File: config.mk
export PLATFORM = sky130hd
export DESIGN_NAME = music_board_ports_with_interval_timer_unit
export DESIGN_NICKNAME = d
export VERILOG_FILES = /design/src/sv/mbp_pkg.sv /design/src/sv/mbp_timer.sv /design/src/sv/music_board_ports_with_interval_timer_unit.sv
export SDC_FILE = /design/constraint.sdc
export NUM_CORES = 1
export LEC_CHECK = 0
export ABC_AREA = 1
export ABC_CLOCK_PERIOD_IN_PS = 2700
export BUFFER_PORTS_ARGS = -buffer_cell sky130_fd_sc_hd__buf_2
export CAP_MARGIN = 20
export CORE_UTILIZATION = 40
export CTS_CLUSTER_DIAMETER = 200
export DETAILED_ROUTE_END_ITERATION = 7
export PLACE_DENSITY_LB_ADDON = 0.08
export RECOVER_POWER = 25
export SLEW_MARGIN = 20
export SYNTH_ARGS = -nofsm -noshare
export SYNTH_HDL_FRONTEND = slang
export SYNTH_HIERARCHICAL = 1
export SYNTH_SLANG_ARGS = --single-unit
export TNS_END_PERCENT = 5
File: constraint.sdc
create_clock -name aclk -period 2.7 [get_ports aclk]
set_input_delay 0.27 -clock aclk [delete_from_list [all_inputs] [get_ports aclk]]
set_output_delay 0.27 -clock aclk [all_outputs]
set_load 0.005 [all_outputs]
File: src/sv/mbp_pkg.sv
// ----------------------------------------------------------------------------
// mbp_pkg: shared types and constants of the music board port block
// action codes, port numbers, counter mode fields and the timer command
// ----------------------------------------------------------------------------
package mbp_pkg;

    typedef enum logic [1:0] {
        ACT_WRITE = 2'd0,
        ACT_READ  = 2'd1,
        ACT_TICK  = 2'd2
    } action_t;

    // port numbers on the select field
    localparam logic [2:0] PORT_A       = 3'd0;
    localparam logic [2:0] PORT_B       = 3'd1;
    localparam logic [2:0] PORT_C       = 3'd2;
    localparam logic [2:0] PORT_STATUS  = 3'd3;
    localparam logic [2:0] PORT_ENABLE0 = 3'd4;
    localparam logic [2:0] PORT_ENABLE1 = 3'd5;
    localparam logic [2:0] PORT_COUNT   = 3'd6;
    localparam logic [2:0] PORT_CONTROL = 3'd7;

    // fixed bytes returned on reads of the status and control ports
    localparam logic [7:0] STATUS_BYTE  = 8'h08;
    localparam logic [7:0] CONTROL_BYTE = 8'h80;

    // counter access field (mode bits 5:4)
    localparam logic [1:0] ACC_LATCH = 2'b00;
    localparam logic [1:0] ACC_LOW   = 2'b01;
    localparam logic [1:0] ACC_HIGH  = 2'b10;
    localparam logic [1:0] ACC_WORD  = 2'b11;

    // counter operating mode field (mode bits 3:2) that reloads at zero
    localparam logic [1:0] OPMODE_RATE = 2'b01;

    localparam logic [15:0] MIN_RELOAD = 16'd4;
    localparam logic [16:0] FULL_COUNT = 17'h10000;

    typedef struct packed {
        logic       ctrl_wr;
        logic       count_wr;
        logic       count_rd;
        logic       tick;
        logic [7:0] data;
    } timer_cmd_t;

    typedef struct packed {
        logic [7:0] rd_data;
        logic       irq;
    } timer_rsp_t;

endpackage

File: src/sv/mbp_timer.sv
// ----------------------------------------------------------------------------
// mbp_timer: single interval counter
// low, high and word count access, latch command, one-shot or rate reload
// ----------------------------------------------------------------------------
module mbp_timer (
    input  logic               aclk,
    input  logic               aresetn,
    input  logic               en,
    input  mbp_pkg::timer_cmd_t cmd,
    output mbp_pkg::timer_rsp_t rsp
);
    import mbp_pkg::*;

    logic [7:0]  mode_reg, mode_next;
    logic        wr_tog_reg, wr_tog_next;
    logic        rd_tog_reg, rd_tog_next;
    logic [15:0] reload_reg, reload_next;
    logic [15:0] latched_reg, latched_next;
    logic [16:0] remain_reg, remain_next;
    logic        running_reg, running_next;

    logic [1:0]  access;
    logic [15:0] cur_count;
    logic [15:0] rd_word;
    logic        start;
    logic [15:0] start_reload;

    assign access    = mode_reg[5:4];
    assign cur_count = running_reg ? remain_reg[15:0] : 16'd0;
    assign rd_word   = (access != ACC_LATCH) ? cur_count : latched_reg;

    always_comb begin
        mode_next    = mode_reg;
        wr_tog_next  = wr_tog_reg;
        rd_tog_next  = rd_tog_reg;
        reload_next  = reload_reg;
        latched_next = latched_reg;
        remain_next  = remain_reg;
        running_next = running_reg;
        start        = 1'b0;
        start_reload = reload_reg;
        rsp          = '0;

        if (cmd.ctrl_wr) begin
            wr_tog_next = 1'b0;
            rd_tog_next = 1'b0;
            if (cmd.data[5:4] != ACC_LATCH) begin
                mode_next = cmd.data;
            end else begin
                mode_next    = {mode_reg[7:6], ACC_LATCH, mode_reg[3:0]};
                latched_next = cur_count;
            end
        end

        if (cmd.count_wr) begin
            case (access)
                ACC_LOW: begin
                    reload_next = {8'h00, cmd.data};
                    start       = 1'b1;
                end
                ACC_HIGH: begin
                    reload_next = {cmd.data, 8'h00};
                    start       = 1'b1;
                end
                ACC_WORD: begin
                    wr_tog_next = ~wr_tog_reg;
                    if (!wr_tog_reg) begin
                        reload_next = {reload_reg[15:8], cmd.data};
                    end else begin
                        reload_next = {cmd.data, reload_reg[7:0]};
                        start       = 1'b1;
                    end
                end
                default: begin
                    start = 1'b1;
                end
            endcase
            start_reload = reload_next;
        end

        if (cmd.count_rd) begin
            case (access)
                ACC_LOW:  rsp.rd_data = rd_word[7:0];
                ACC_HIGH: rsp.rd_data = rd_word[15:8];
                default: begin
                    rsp.rd_data = rd_tog_reg ? rd_word[15:8] : rd_word[7:0];
                    rd_tog_next = ~rd_tog_reg;
                end
            endcase
        end

        if (cmd.tick && running_reg) begin
            if (remain_reg[16:1] == 16'd0) begin
                rsp.irq = 1'b1;
                if (mode_reg[3:2] == OPMODE_RATE) begin
                    start = 1'b1;
                end else begin
                    remain_next  = '0;
                    running_next = 1'b0;
                end
            end else begin
                remain_next = 17'(remain_reg - 17'd1);
            end
        end

        // load the count: short reloads run the full range
        if (start) begin
            remain_next  = (start_reload > MIN_RELOAD) ? {1'b0, start_reload} : FULL_COUNT;
            running_next = 1'b1;
        end
    end

    always_ff @(posedge aclk) begin
        if (!aresetn) begin
            mode_reg    <= '0;
            wr_tog_reg  <= 1'b0;
            rd_tog_reg  <= 1'b0;
            reload_reg  <= '0;
            latched_reg <= '0;
            remain_reg  <= '0;
            running_reg <= 1'b0;
        end else if (en) begin
            mode_reg    <= mode_next;
            wr_tog_reg  <= wr_tog_next;
            rd_tog_reg  <= rd_tog_next;
            reload_reg  <= reload_next;
            latched_reg <= latched_next;
            remain_reg  <= remain_next;
            running_reg <= running_next;
        end
    end

endmodule

File: src/sv/music_board_ports_with_interval_timer_unit.sv
// ----------------------------------------------------------------------------
// music_board_ports_with_interval_timer_unit: sound board port block
// ports A/B/C, tone enable mask, key-load sequencer and one interval counter
// ----------------------------------------------------------------------------
// result path: an accepted item is held in the input register, then moves
//   on into the result register
// throughput: one item per cycle sustained while m_ready is high, set by the
//   single update stage between the two registers
// reset: synchronous active-low aresetn clears all ports, the sequencer and the
//   counter (stopped), and empties both registers
module music_board_ports_with_interval_timer_unit (
    input  logic       aclk,
    input  logic       aresetn,
    // input item channel
    input  logic       s_valid,
    output logic       s_ready,
    input  logic [1:0] s_action,
    input  logic [2:0] s_port_select,
    input  logic [7:0] s_write_data,
    // result item channel
    output logic       m_valid,
    input  logic       m_ready,
    output logic [7:0] m_read_data,
    output logic       m_irq_pulse,
    output logic       m_key_strobe,
    output logic [2:0] m_key_channel,
    output logic [7:0] m_key_value,
    output logic       m_enable_strobe,
    output logic [7:0] m_enable_value
);
    import mbp_pkg::*;

    // input register
    logic       in_valid_reg;
    logic [1:0] in_action_reg;
    logic [2:0] in_port_reg;
    logic [7:0] in_data_reg;

    // result register
    logic       out_valid_reg;
    logic [7:0] out_read_data_reg;
    logic       out_irq_reg;
    logic       out_key_strobe_reg;
    logic [2:0] out_key_channel_reg;
    logic [7:0] out_key_value_reg;
    logic       out_enable_strobe_reg;
    logic [7:0] out_enable_value_reg;

    // port and sequencer state
    logic [7:0] port_a_reg, port_a_next;
    logic [7:0] port_b_reg, port_b_next;
    logic [7:0] port_c_reg, port_c_next;
    logic [7:0] enable_reg, enable_next;
    logic       armed_reg, armed_next;
    logic [2:0] chan_reg, chan_next;

    // per-item results before the result register
    logic [7:0] rd_data;
    logic       key_stb;
    logic [2:0] key_ch;
    logic [7:0] key_val;
    logic       en_stb;

    logic       advance;
    logic       is_write;
    logic       is_read;
    timer_cmd_t tmr_cmd;
    timer_rsp_t tmr_rsp;

    // item moves from the input register into the result register
    assign advance = in_valid_reg && (!out_valid_reg || m_ready);
    assign s_ready = !in_valid_reg || advance;

    assign is_write = (in_action_reg == ACT_WRITE);
    assign is_read  = (in_action_reg == ACT_READ);

    // counter commands decoded from the held item
    always_comb begin
        tmr_cmd          = '0;
        tmr_cmd.data     = in_data_reg;
        tmr_cmd.ctrl_wr  = is_write && (in_port_reg == PORT_CONTROL);
        tmr_cmd.count_wr = is_write && (in_port_reg == PORT_COUNT);
        tmr_cmd.count_rd = is_read && (in_port_reg == PORT_COUNT);
        tmr_cmd.tick     = (in_action_reg == ACT_TICK);
    end

    mbp_timer u_timer (
        .aclk    (aclk),
        .aresetn (aresetn),
        .en      (advance),
        .cmd     (tmr_cmd),
        .rsp     (tmr_rsp)
    );

    // port writes, key sequencer and read mux
    always_comb begin
        port_a_next = port_a_reg;
        port_b_next = port_b_reg;
        port_c_next = port_c_reg;
        enable_next = enable_reg;
        armed_next  = armed_reg;
        chan_next   = chan_reg;
        rd_data     = '0;
        key_stb     = 1'b0;
        key_ch      = '0;
        key_val     = '0;
        en_stb      = 1'b0;

        if (is_write) begin
            case (in_port_reg)
                PORT_A: port_a_next = in_data_reg;
                PORT_B: port_b_next = in_data_reg;
                PORT_C: begin
                    if (in_data_reg[7]) begin
                        if (!port_c_reg[7]) begin
                            // rising bit 7 arms at the first channel
                            armed_next = 1'b1;
                            chan_next  = '0;
                        end else if (armed_reg) begin
                            // armed: this byte is the key for the channel
                            armed_next = 1'b0;
                            key_stb    = 1'b1;
                            key_ch     = chan_reg;
                            key_val    = in_data_reg;
                        end else if (!in_data_reg[6] && port_c_reg[6]) begin
                            // falling bit 6 steps to the next channel
                            armed_next = 1'b1;
                            chan_next  = 3'(chan_reg + 3'd1);
                        end
                    end
                    port_c_next = in_data_reg;
                end
                PORT_ENABLE0, PORT_ENABLE1: begin
                    enable_next = in_data_reg;
                    en_stb      = 1'b1;
                end
                default: ;  // status, count and control ports need nothing here
            endcase
        end else if (is_read) begin
            case (in_port_reg)
                PORT_A:                     rd_data = port_a_reg;
                PORT_B:                     rd_data = port_b_reg;
                PORT_C:                     rd_data = port_c_reg;
                PORT_STATUS:                rd_data = STATUS_BYTE;
                PORT_ENABLE0, PORT_ENABLE1: rd_data = enable_reg;
                PORT_COUNT:                 rd_data = tmr_rsp.rd_data;
                default:                    rd_data = CONTROL_BYTE;
            endcase
        end
    end

    // input register
    always_ff @(posedge aclk) begin
        if (!aresetn) begin
            in_valid_reg <= 1'b0;
        end else if (s_ready) begin
            in_valid_reg <= s_valid;
        end
    end

    always_ff @(posedge aclk) begin
        if (s_valid && s_ready) begin
            in_action_reg <= s_action;
            in_port_reg   <= s_port_select;
            in_data_reg   <= s_write_data;
        end
    end

    // block state, updated once per item
    always_ff @(posedge aclk) begin
        if (!aresetn) begin
            port_a_reg <= '0;
            port_b_reg <= '0;
            port_c_reg <= '0;
            enable_reg <= '0;
            armed_reg  <= 1'b0;
            chan_reg   <= '0;
        end else if (advance) begin
            port_a_reg <= port_a_next;
            port_b_reg <= port_b_next;
            port_c_reg <= port_c_next;
            enable_reg <= enable_next;
            armed_reg  <= armed_next;
            chan_reg   <= chan_next;
        end
    end

    // result register
    always_ff @(posedge aclk) begin
        if (!aresetn) begin
            out_valid_reg <= 1'b0;
        end else if (advance) begin
            out_valid_reg <= 1'b1;
        end else if (m_ready) begin
            out_valid_reg <= 1'b0;
        end
    end

    always_ff @(posedge aclk) begin
        if (advance) begin
            out_read_data_reg     <= rd_data;
            out_irq_reg           <= tmr_rsp.irq;
            out_key_strobe_reg    <= key_stb;
            out_key_channel_reg   <= key_ch;
            out_key_value_reg     <= key_val;
            out_enable_strobe_reg <= en_stb;
            out_enable_value_reg  <= enable_next;
        end
    end

    assign m_valid         = out_valid_reg;
    assign m_read_data     = out_read_data_reg;
    assign m_irq_pulse     = out_irq_reg;
    assign m_key_strobe    = out_key_strobe_reg;
    assign m_key_channel   = out_key_channel_reg;
    assign m_key_value     = out_key_value_reg;
    assign m_enable_strobe = out_enable_strobe_reg;
    assign m_enable_value  = out_enable_value_reg;

    // a key byte always carries bit 7
    a_key_bit7: assert property (@(posedge aclk) disable iff (!aresetn)
        (out_valid_reg && out_key_strobe_reg) |-> out_key_value_reg[7])
        else $error("key item without bit 7");

    // one item never both delivers a key and writes the enable mask
    a_strobe_excl: assert property (@(posedge aclk) disable iff (!aresetn)
        out_valid_reg |-> !(out_key_strobe_reg && out_enable_strobe_reg))
        else $error("key and enable strobes together");

    // an interrupt comes only from a tick, which returns no data
    a_irq_quiet: assert property (@(posedge aclk) disable iff (!aresetn)
        (out_valid_reg && out_irq_reg) |->
            (out_read_data_reg == 8'd0 && !out_key_strobe_reg && !out_enable_strobe_reg))
        else $error("interrupt on a bus access item");

    // an item that advances shows up in the result register
    a_advance_src: assert property (@(posedge aclk) disable iff (!aresetn)
        advance |=> out_valid_reg)
        else $error("result lost after advance");

endmodule

Word-level counts from Yosys, hierarchy flattened
Index checks and enable logic that the tools add are counted.
{"block": "totals", "regBits": 139, "input_bits": 17, "wordCells": 131, "out_inout_bits": 32}
{"block": "op_classes", "eq_ne": 17, "magnitude_cmp": 1, "mux": 45, "add_sub_neg": 2, "bitwise_logic": 4, "reduce_logical": 35}
{"op": "17-bit 2-to-1 mux", "n": 5}
{"op": "16-bit 2-to-1 mux", "n": 4}
{"op": "16-bit case mux with 3 select lines", "n": 1}
{"op": "8-bit case mux with 6 select lines", "n": 1}
{"op": "8-bit 2-to-1 mux", "n": 5}
{"op": "1-bit 2-to-1 mux", "n": 24}
{"op": "3-bit AND reduction", "n": 6}
{"op": "17-bit by 1-bit subtractor with 17-bit output, second input constant", "n": 1}
{"op": "16-bit by 3-bit > comparator with 1-bit output, second input constant", "n": 1}
{"op": "16-bit logical NOT", "n": 1}
{"op": "8-bit case mux with 2 select lines", "n": 1}
{"op": "3-bit equality test, second input constant", "n": 4}
{"op": "4-bit AND reduction", "n": 3}
{"op": "2-bit nonzero test", "n": 5}
{"op": "3-bit 2-to-1 mux", "n": 3}
{"op": "1-bit logical AND", "n": 7}
{"op": "2-bit by 1-bit equality test with 1-bit output, second input constant", "n": 3}
{"op": "2-bit equality test, second input constant", "n": 3}
{"op": "3-bit by 2-bit equality test with 1-bit output, second input constant", "n": 2}
{"op": "6-bit 2-to-1 mux", "n": 1}
{"op": "6-bit AND reduction", "n": 1}
{"op": "2-bit OR reduction", "n": 3}
{"op": "5-bit AND reduction", "n": 1}
{"op": "2-bit by 1-bit != test with 1-bit output, second input constant", "n": 2}
{"op": "10 further kinds", "n": 16}

Longest topological paths before layout
Gate-level depths: netlist (run 1).
{"block": "logic_depth", "depth_word": 8, "ltp_mapped": 16, "mapped_depth_nobuf": 16}

Hierarchy
The synthesis (run 1) kept the hierarchy.
{"module": "music_board_ports_with_interval_timer_unit", "n_inst": 1, "area_per_inst_um2": 3310.7, "cells_each": 371}
{"module": "mbp_timer", "n_inst": 1, "area_per_inst_um2": 3253.1, "cells_each": 496}

Least setup slack after synthesis (run 1)
OpenSTA, ideal clock, no wires.
{"block": "synth_path", "kind": "reg2reg", "from": "register out_valid_reg (netlist: m_valid)", "to": "register u_timer.latched_reg[10]", "setup_slack_ns": 0.586, "t_arrival_ns": 1.986, "path_buffers": 2, "stages_incl_launch_ff": 9, "synth_period_minus_slack_ns": 2.114, "t_required_ns": 2.572, "path_cell_list": "dfxtp_1 nand2_1 nand2_1 inv_2 buf_2 nand2_1 nor3_2 clkbuf_1 a21oi_1"}
{"block": "synth_via", "elab_chain_len": 4}
{"element": "from (decl)", "line": "music_board_ports_with_interval_timer_unit.sv:40", "source": "logic out_valid_reg;"}
{"element": "from (signal assigned)", "line": "music_board_ports_with_interval_timer_unit.sv:191", "source": "out_valid_reg <= 1'b0;"}
{"element": "from (signal assigned)", "line": "music_board_ports_with_interval_timer_unit.sv:193", "source": "out_valid_reg <= 1'b1;"}
{"element": "from (signal assigned)", "line": "music_board_ports_with_interval_timer_unit.sv:195", "source": "out_valid_reg <= 1'b0;"}
{"element": "1-bit logical NOT", "line": "music_board_ports_with_interval_timer_unit.sv:71", "source": "assign advance = in_valid_reg && (!out_valid_reg || m_ready);"}
{"element": "1-bit logical OR", "line": "music_board_ports_with_interval_timer_unit.sv:71"}
{"element": "1-bit logical AND", "line": "music_board_ports_with_interval_timer_unit.sv:71"}
{"element": "named net advance", "line": "music_board_ports_with_interval_timer_unit.sv:64", "source": "logic advance;"}
{"element": "3-bit AND reduction (no line)"}
{"element": "to (signal assigned)", "line": "mbp_timer.sv:127", "source": "latched_reg <= latched_next;"}
{"element": "to (decl)", "line": "mbp_timer.sv:18", "source": "logic [15:0] latched_reg, latched_next;"}
The timed path passes the listed nets, and every way through them passes these cells.
A chain may end at the register's enable or synchronous reset.

==> key figures, run 1 <==
Synthesis
  • Synthesized cell area: 6560 um2
  • Async set-reset flop share out of synthesis: 0%
  • Synth unique cells: 38
  • Simple-Gate Fraction of Synth Area: 24.5%
  • Mux share of post-synthesis cell area: 0%
  • Synth Area in Adders: about 1.1%
  • Main synth FF type: dfxtp_1
  • Post-synthesis instance total: 867
  • Avg Cell Area, Syn: around 7.6 um2
  • Synthesized flop and latch total: 136
  • Leading area contributor after synthesis: dfxtp_1
  • Main combinational cell family by area after synthesis: simple AND/OR/NAND/NOR gates
  • Top-count cell post-synth: nand2_1
  • Post-synth EDFFs: 42
  • Post-synthesis xor/xnor area fraction: around 1.9%
  • Synth top area share: roughly 29%
  • Synth Warn #: 6
  • Compound-Gate Fraction of Synth Area: 17.0%
  • Synth area leaders: dfxtp_1, edfxtp_1, nand2_1
  • Synth cell count leaders: nand2_1, nor2_1, dfxtp_1
  • Seq/Total Area, Yosys: between 40 and 50%
  • Net count after synthesis: just under 900

Layout
  • Final Net Count: between 900 and 1000
  • P&R area growth vs syn: 17.0%
  • Layout cells sized above 1: between 10 and 15%
  • Register cell area after layout: approximately 3100 um2
  • Multi-input gate area: slightly below 3000 um2
  • Fill cells: 1589
  • # diodes: 0
  • Max FFs per register: 17
  • Final design utilization: 48.2%

Setup path
  • Worst Reg-to-Reg Cells: 13
  • Worst-path maximum fanout: 6
  • Critical Path RT: roughly 3.0 ns
  • RR Startpoint: in_port_reg[1]$_DFFE_PP_
  • Worst Path Arrival: approximately 2.6 ns
  • R2r endpoint: u_timer/remain_reg[1]$_SDFFE_PN0P_
  • R2R setup slack: between 0.3 and 0.4 ns
  • Worst Setup End Kind: flip-flop
  • CP endpoint: u_timer/remain_reg[1]$_SDFFE_PN0P_
  • Critical Path Start Type: flip-flop
  • Worst setup path startpoint: in_port_reg[1]$_DFFE_PP_
  • CP Class: reg -> reg

Timing
  • Final Hold Vio Count: 0
  • Final setup TNS: 0 ns
  • RSZ-0062 raised after global routing: no
  • Worst-Margin Slew: approximately 0.74 ns
  • Max Slew Vio Count: 0
  • Final Skew: about 0.0072 ns
  • Min Hold Slack: around 0.015 ns
  • Max Fclk: 430 MHz
  • # setup viols final: 0
  • Slew HR: between 50% and 60%
  • Shortest period the worst path allows: between 2 and 2.5 ns
  • Worst setup margin: approximately 0.37 ns
  • Period utilization: 86.2%

Hold path
  • Min-delay src: s_write_data[3]
  • Worst hold path class: in -> reg

Routing
  • WL final: roughly 18000 um
  • Antenna Nets Post-Route: 0
  • Via density: 5.09
  • Wire per inst: roughly 15 um
  • DRT Pass-1 Iters: 5
  • Via count: just under 6000
  • Residual DRC: 0
  • Drt initial violations: around 470

Global route
  • Tot GR Track Use: between 20% and 30%
  • Initial antenna violation count: 0
  • GR Overflow Total: 0
  • Number of global-route vias before repair: around 5400
  • First-pass GRT wire length: around 29000 um
  • Largest net degree at the start of global routing: 34

Die
  • CORE AREA: about 16000 um2
  • Boundary Pins: roughly 50
  • Cell Rows: 46
  • Die Wd: 130 um
  • Die Ht: around 130 um
  • Initial Util: 41.2%
  • Die area: 16900 um2

Place
  • Final GP Congestion: ~0.9
  • Port Buffers: 48
  • Dpl ws: roughly 0.38 ns
  • Dpl hpwl: approximately 13000 um

Clock network
  • CTS tree: built
  • Setup bufs post-CTS: 0
  • CTS H-tree lvls: 4
  • Clock Latency Late Sink: about 0.43 ns
  • Total clock sinks: between 100 and 150
  • Root buf cell: clkbuf_16
  • Maximum clock path buffer count: 2
  • Post-CTS sizing: 0
  • Hold buffers post-CTS: 1
  • CTS buffer count: 17
  • Clock transition at path regs: about 0.06 ns

Pwr
  • Peak VDD IR: around 0.41 mV
  • Seq pwr share: 43.3%
  • Internal power: 3.88 mW
  • Sw Pwr: 1.25 mW
  • Gate power share: under 10%
  • Pleak: about 3.3 nW
  • Clock power frac: between 50% and 60%
  • Pwr dens: approximately 670 nW/um2
  • Sw Share: about a quarter

Run
  • Max-cap violations: 0

Run status
  • Status: complete, no violations
[critical path, cell delays in order, from the launching register on]
cell,delay [ns]
edfxtp_1,0.44
nand2_1,0.14
nor2_2,0.12
inv_1,0.06
nor2_1,0.28
nand3_1,0.28
nand2_1,0.12
nand2_1,0.09
nor2_1,0.14
nand2_1,0.06
nor2_1,0.16
nand3_1,0.15
nand3_1,0.11
a21oi_1,0.07
[per-layer routing]
metal	part of all wire (%)	vias to the layer above	wire length, um	global-route usage [%]
met5	0	-	0	0
met4	2.5	0	437	9.78
met3	5.5	28	972	4.63
met2	44	184	7830	33.9
met1	48	2695	8590	31.7
li1	-	2957	-	-
[per-stage QoR]
step / power, mW / instance area (um2) / instances
global placement: 2.61 / 7050 / 1117
global route: 5.31 / 7680 / 1151
detailed placement: 2.61 / 7050 / 1117
CTS: 5.18 / 7700 / 1150
finish: 5.13 / 7680 / 1151
floorplan: 2.48 / 6560 / 867
[logic make-up (layout without fill, tap and decap cells)]
group	Yosys count	after routing
buffers and inverters	122	190
flip-flops	136	136
adder cells (fa/ha/maj)	6	6
AND/OR/NAND/NOR	379	379
XOR/XNOR	14	14
AO/OA/AOI/OAI	210	210
[worst min-delay path by stage]
| stage | end | cells after the start |
|---|---|---|
| after detailed placement | in_data_reg[5]$_DFFE_PP_ | 1 |
| after global placement | in_data_reg[0]$_DFFE_PP_ | 1 |
| after global routing | in_port_reg[0]$_DFFE_PP_ | 1 |
| final | in_data_reg[3]$_DFFE_PP_ | 1 |
| after CTS | in_data_reg[1]$_DFFE_PP_ | 1 |
| after floorplan | in_action_reg[0]$_DFFE_PP_ | 0 |
[layout by cell type, fill, tap and decap left out, types with 6 or more instances in the layout]
master / n
nand2_1: 157
nand3_1: 41
dfxtp_1: 94
inv_6: 7
clkbuf_1: 16
inv_2: 11
buf_2: 31
a21oi_1: 69
a22oi_1: 9
o21a_1: 7
buf_4: 16
xnor2_1: 7
o21ai_0: 92
edfxtp_1: 42
nor2_2: 7
nor2_1: 150
clkbuf_16: 17
ha_1: 6
inv_1: 78
nand2_2: 6
o21ai_1: 23
xor2_1: 7
[power by group through the flow]
stage | logic (mW) | registers, mW | clock network (mW)
after floorplan | 0.232 | 2.25 | 0
after global placement | 0.343 | 2.27 | 0
after detailed placement | 0.345 | 2.27 | 0
final | 0.345 | 2.22 | 2.56
after CTS | 0.348 | 2.22 | 2.61
after global routing | 0.392 | 2.23 | 2.69
[cell type report]
type,count,area share [%]
Tap cell,216,3.52
Timing Repair Buffer,67,4.72
Multi-Input combinational cell,609,38.0
Clock buffer,18,5.72
Inverter,91,4.46
Sequential cell,136,40.9
Clock inverter,14,2.70
Power figures use the tool's default switching activity.
==> run 2, diff against run 1 <==
Settings changed: ABC_CLOCK_PERIOD_IN_PS 2700 to 2100, GPL_ROUTABILITY_DRIVEN set to 0, PLACE_DENSITY set to 0.6, PLACE_DENSITY_LB_ADDON 0.08 to not set.
Clock period 2.7 ns to 2.1 ns, I/O delays scaled along.
==> run 2 against run 1 <==
  * Register-to-register slack lost 0.34 ns
  * Sequential share of layout area is 2.0 points lower
  * Cell area up 5.1%
  * Critical path depth increased by 3
  * Global-route usage fell by 0.41 points
  * Die area stayed put
==> key figures, run 2 (synthesized netlist as in run 1, its figures left out) <==
Run status
  • Status: complete, no violations

Clock network
  • CTS tree: built
  • Maximum clock path buffer count: 2 (unchanged)
  • Clock transition at path regs: 0.06 ns (about the same)
  • Total clock sinks: 136 (unchanged)
  • CTS H-tree lvls: 4 (unchanged)
  • Clock Latency Late Sink: 0.42 ns (about the same)
  • Root buf cell: clkbuf_16
  • CTS buffer count: 17 (unchanged)

Timing
  • Final Skew: 0.00781 ns (+0.000593 ns)
  • Shortest period the worst path allows: 2.07 ns (-0.259 ns)
  • Max Fclk: 483 MHz (+12%)
  • Max Slew Vio Count: 0 (unchanged)
  • Final setup TNS: 0 ns (unchanged)
  • Final Hold Vio Count: 0 (unchanged)
  • Worst-Margin Slew: 0.743 ns (+0.00360 ns)
  • RSZ-0062 raised after global routing: yes
  • Slew HR: 50.4% (-0.24 points)
  • Period utilization: 98.6% (+12 points)
  • # setup viols final: 0 (unchanged)

Global route
  • Initial antenna violation count: 0 (unchanged)
  • Number of global-route vias before repair: 5390 (-0.39%)
  • Tot GR Track Use: 22.3% (-0.41 points)
  • GR Overflow Total: 0 (unchanged)
  • First-pass GRT wire length: 28300 um (-0.73%)
  • Largest net degree at the start of global routing: 33 (-2.9%)

Routing
  • Drt initial violations: 532 (+13%)
  • Wire per inst: 14.9 um (-3.7%)
  • Via density: 5.02 (-1.4%)
  • Via count: 5936 (+1.2%)
  • WL final: 17600 um (-1.1%)
  • DRT Pass-1 Iters: 5 (unchanged)
  • Antenna Nets Post-Route: 0 (unchanged)
  • Residual DRC: 0 (unchanged)

Layout
  • Max FFs per register: 17 (unchanged)
  • Layout cells sized above 1: 16.5% (+4.3 points)
  • P&R area growth vs syn: 23.0%
  • Commonest non-fill, non-tap cells in the layout: nand2_1, nor2_1, dfxtp_1, o21ai_0, inv_1
  • Leading cell type in the layout, fill and taps excluded: nand2_1
  • Final Net Count: 976 (+3.3%)
  • Final design utilization: 50.7% (+2.5 points)
  • # diodes: 0 (unchanged)

Pwr
  • Peak VDD IR: 0.559 mV (+36%)
  • Pleak: 3.43 nW (+4.0%)
  • Pwr dens: 818 nW/um2 (+22%)
  • Final Power: 6.60 mW (+29%)

Setup path
  • Worst path cell trace: nand2_2 > nor2_4 > inv_2 > nor2_4 > inv_2 > nor2_4 > nand2_4 > nand2_1 > nand2_1 > nor2_1 > nand2_1 > nor2_2 > nand4_1 > nand3_1 > nand2_1 > inv_1
  • Critical Path Start Type: flip-flop
  • CP dominant cell by count: nand2_1
  • Sum of buffers and inverters on the critical path: 3 (+2)
  • Critical Path RT: 2.47 ns (-0.54 ns)
  • Worst Path Arrival: 2.44 ns (-0.20 ns)
  • Worst Setup End Kind: flip-flop
  • Crit-path slowest cell: edfxtp_1
  • Worst-path maximum fanout: 8 (+2)
  • Slowest stage delay, CP: 0.37 ns (-0.07 ns)
  • Top cell family by delay on the critical path: simple AND/OR/NAND/NOR gates
  • CP Class: reg -> reg

Run
  • Max-cap violations: 0 (unchanged)

Hold path
  • Worst hold path class: in -> reg

Die
  • Die area: 16900 um2 (unchanged)
  • Die Ht: 130 um (unchanged)
  • Initial Util: 41.2% (unchanged)
  • CORE AREA: 15900 um2 (unchanged)
  • Die Wd: 130 um (unchanged)
  • Boundary Pins: 49 (unchanged)
  • Cell Rows: 46 (unchanged)

Place
  • Dpl hpwl: 12300 um (-4.3%)
  • Port Buffers: 48 (unchanged)
==> run 2: repair_timing <==
item / 4_1_cts / 5_1_grt
endpoints found under the setup margin: 6 / 22
resized for setup: 1 / 38
hold endpoints to repair: 13 / 0
buffers inserted: 0 / 3
pin swaps: 0 / 16
hold buffers: 13 / 0
==> run 2: where the power goes <==
group	internal [mW]	switching (mW)	leakage [nW]
clock network	2.10	1.15	0.290
registers	2.79	0.0628	1.17
logic	0.184	0.311	1.97
==> run 2: final timing paths <==
path                                         end  slack [ns]  cells after the start                           startpoint
max          u_timer/remain_reg[16]$_SDFFE_PN0P_        0.03                     16             in_port_reg[2]$_DFFE_PP_
min                    in_valid_reg$_SDFFE_PN0N_        0.07                      3                              s_valid
max reg2reg  u_timer/remain_reg[16]$_SDFFE_PN0P_        0.03                     16             in_port_reg[2]$_DFFE_PP_
min reg2reg  u_timer/latched_reg[5]$_SDFFE_PN0P_        0.46                      2  u_timer/latched_reg[5]$_SDFFE_PN0P_
==> run 2: final cells by class <==
type / instances / area [um2]
Fill cell: 1551 / 7870
Sequential cell: 136 / 3140
Clock buffer: 20 / 437
Inverter: 91 / 345
Timing Repair Buffer: 98 / 646
Multi-Input combinational cell: 609 / 3030
Clock inverter: 12 / 200
Tap cell: 216 / 270
==> run 2: through the flow <==
step | std cells | cell area (um2) | hold WS (ns) | worst slack [ns]
after floorplan | 867 | 6570 | 0.309 | 0.0175
after global placement | 1134 | 7190 | 0.387 | 0.0433
after detailed placement | 1134 | 7190 | 0.388 | 0.0000968
after CTS | 1179 | 7960 | 0.0518 | 0.0553
after global routing | 1182 | 8080 | 0.104 | -0.114
final | 1182 | 8080 | 0.0699 | 0.0304
==> run 2: worst reg2reg max path: stages (launching register included) <==
cell      delay (ns)
edfxtp_1        0.37
nand2_2         0.10
nor2_4          0.12
inv_2           0.06
nor2_4          0.15
inv_2           0.06
nor2_4          0.14
nand2_4         0.11
nand2_1         0.08
nand2_1         0.10
nor2_1          0.12
nand2_1         0.07
nor2_2          0.13
nand4_1         0.17
nand3_1         0.13
nand2_1         0.06
inv_1           0.05
==> run 2: per-layer routing <==
| metal | global-route usage, % | routed length, um |
|---|---|---|
| met2 | 35.2 | 8200 |
| met1 | 30.4 | 8330 |
| met5 | 0 | 0 |
| met3 | 4.59 | 843 |
| met4 | 7.32 | 261 |
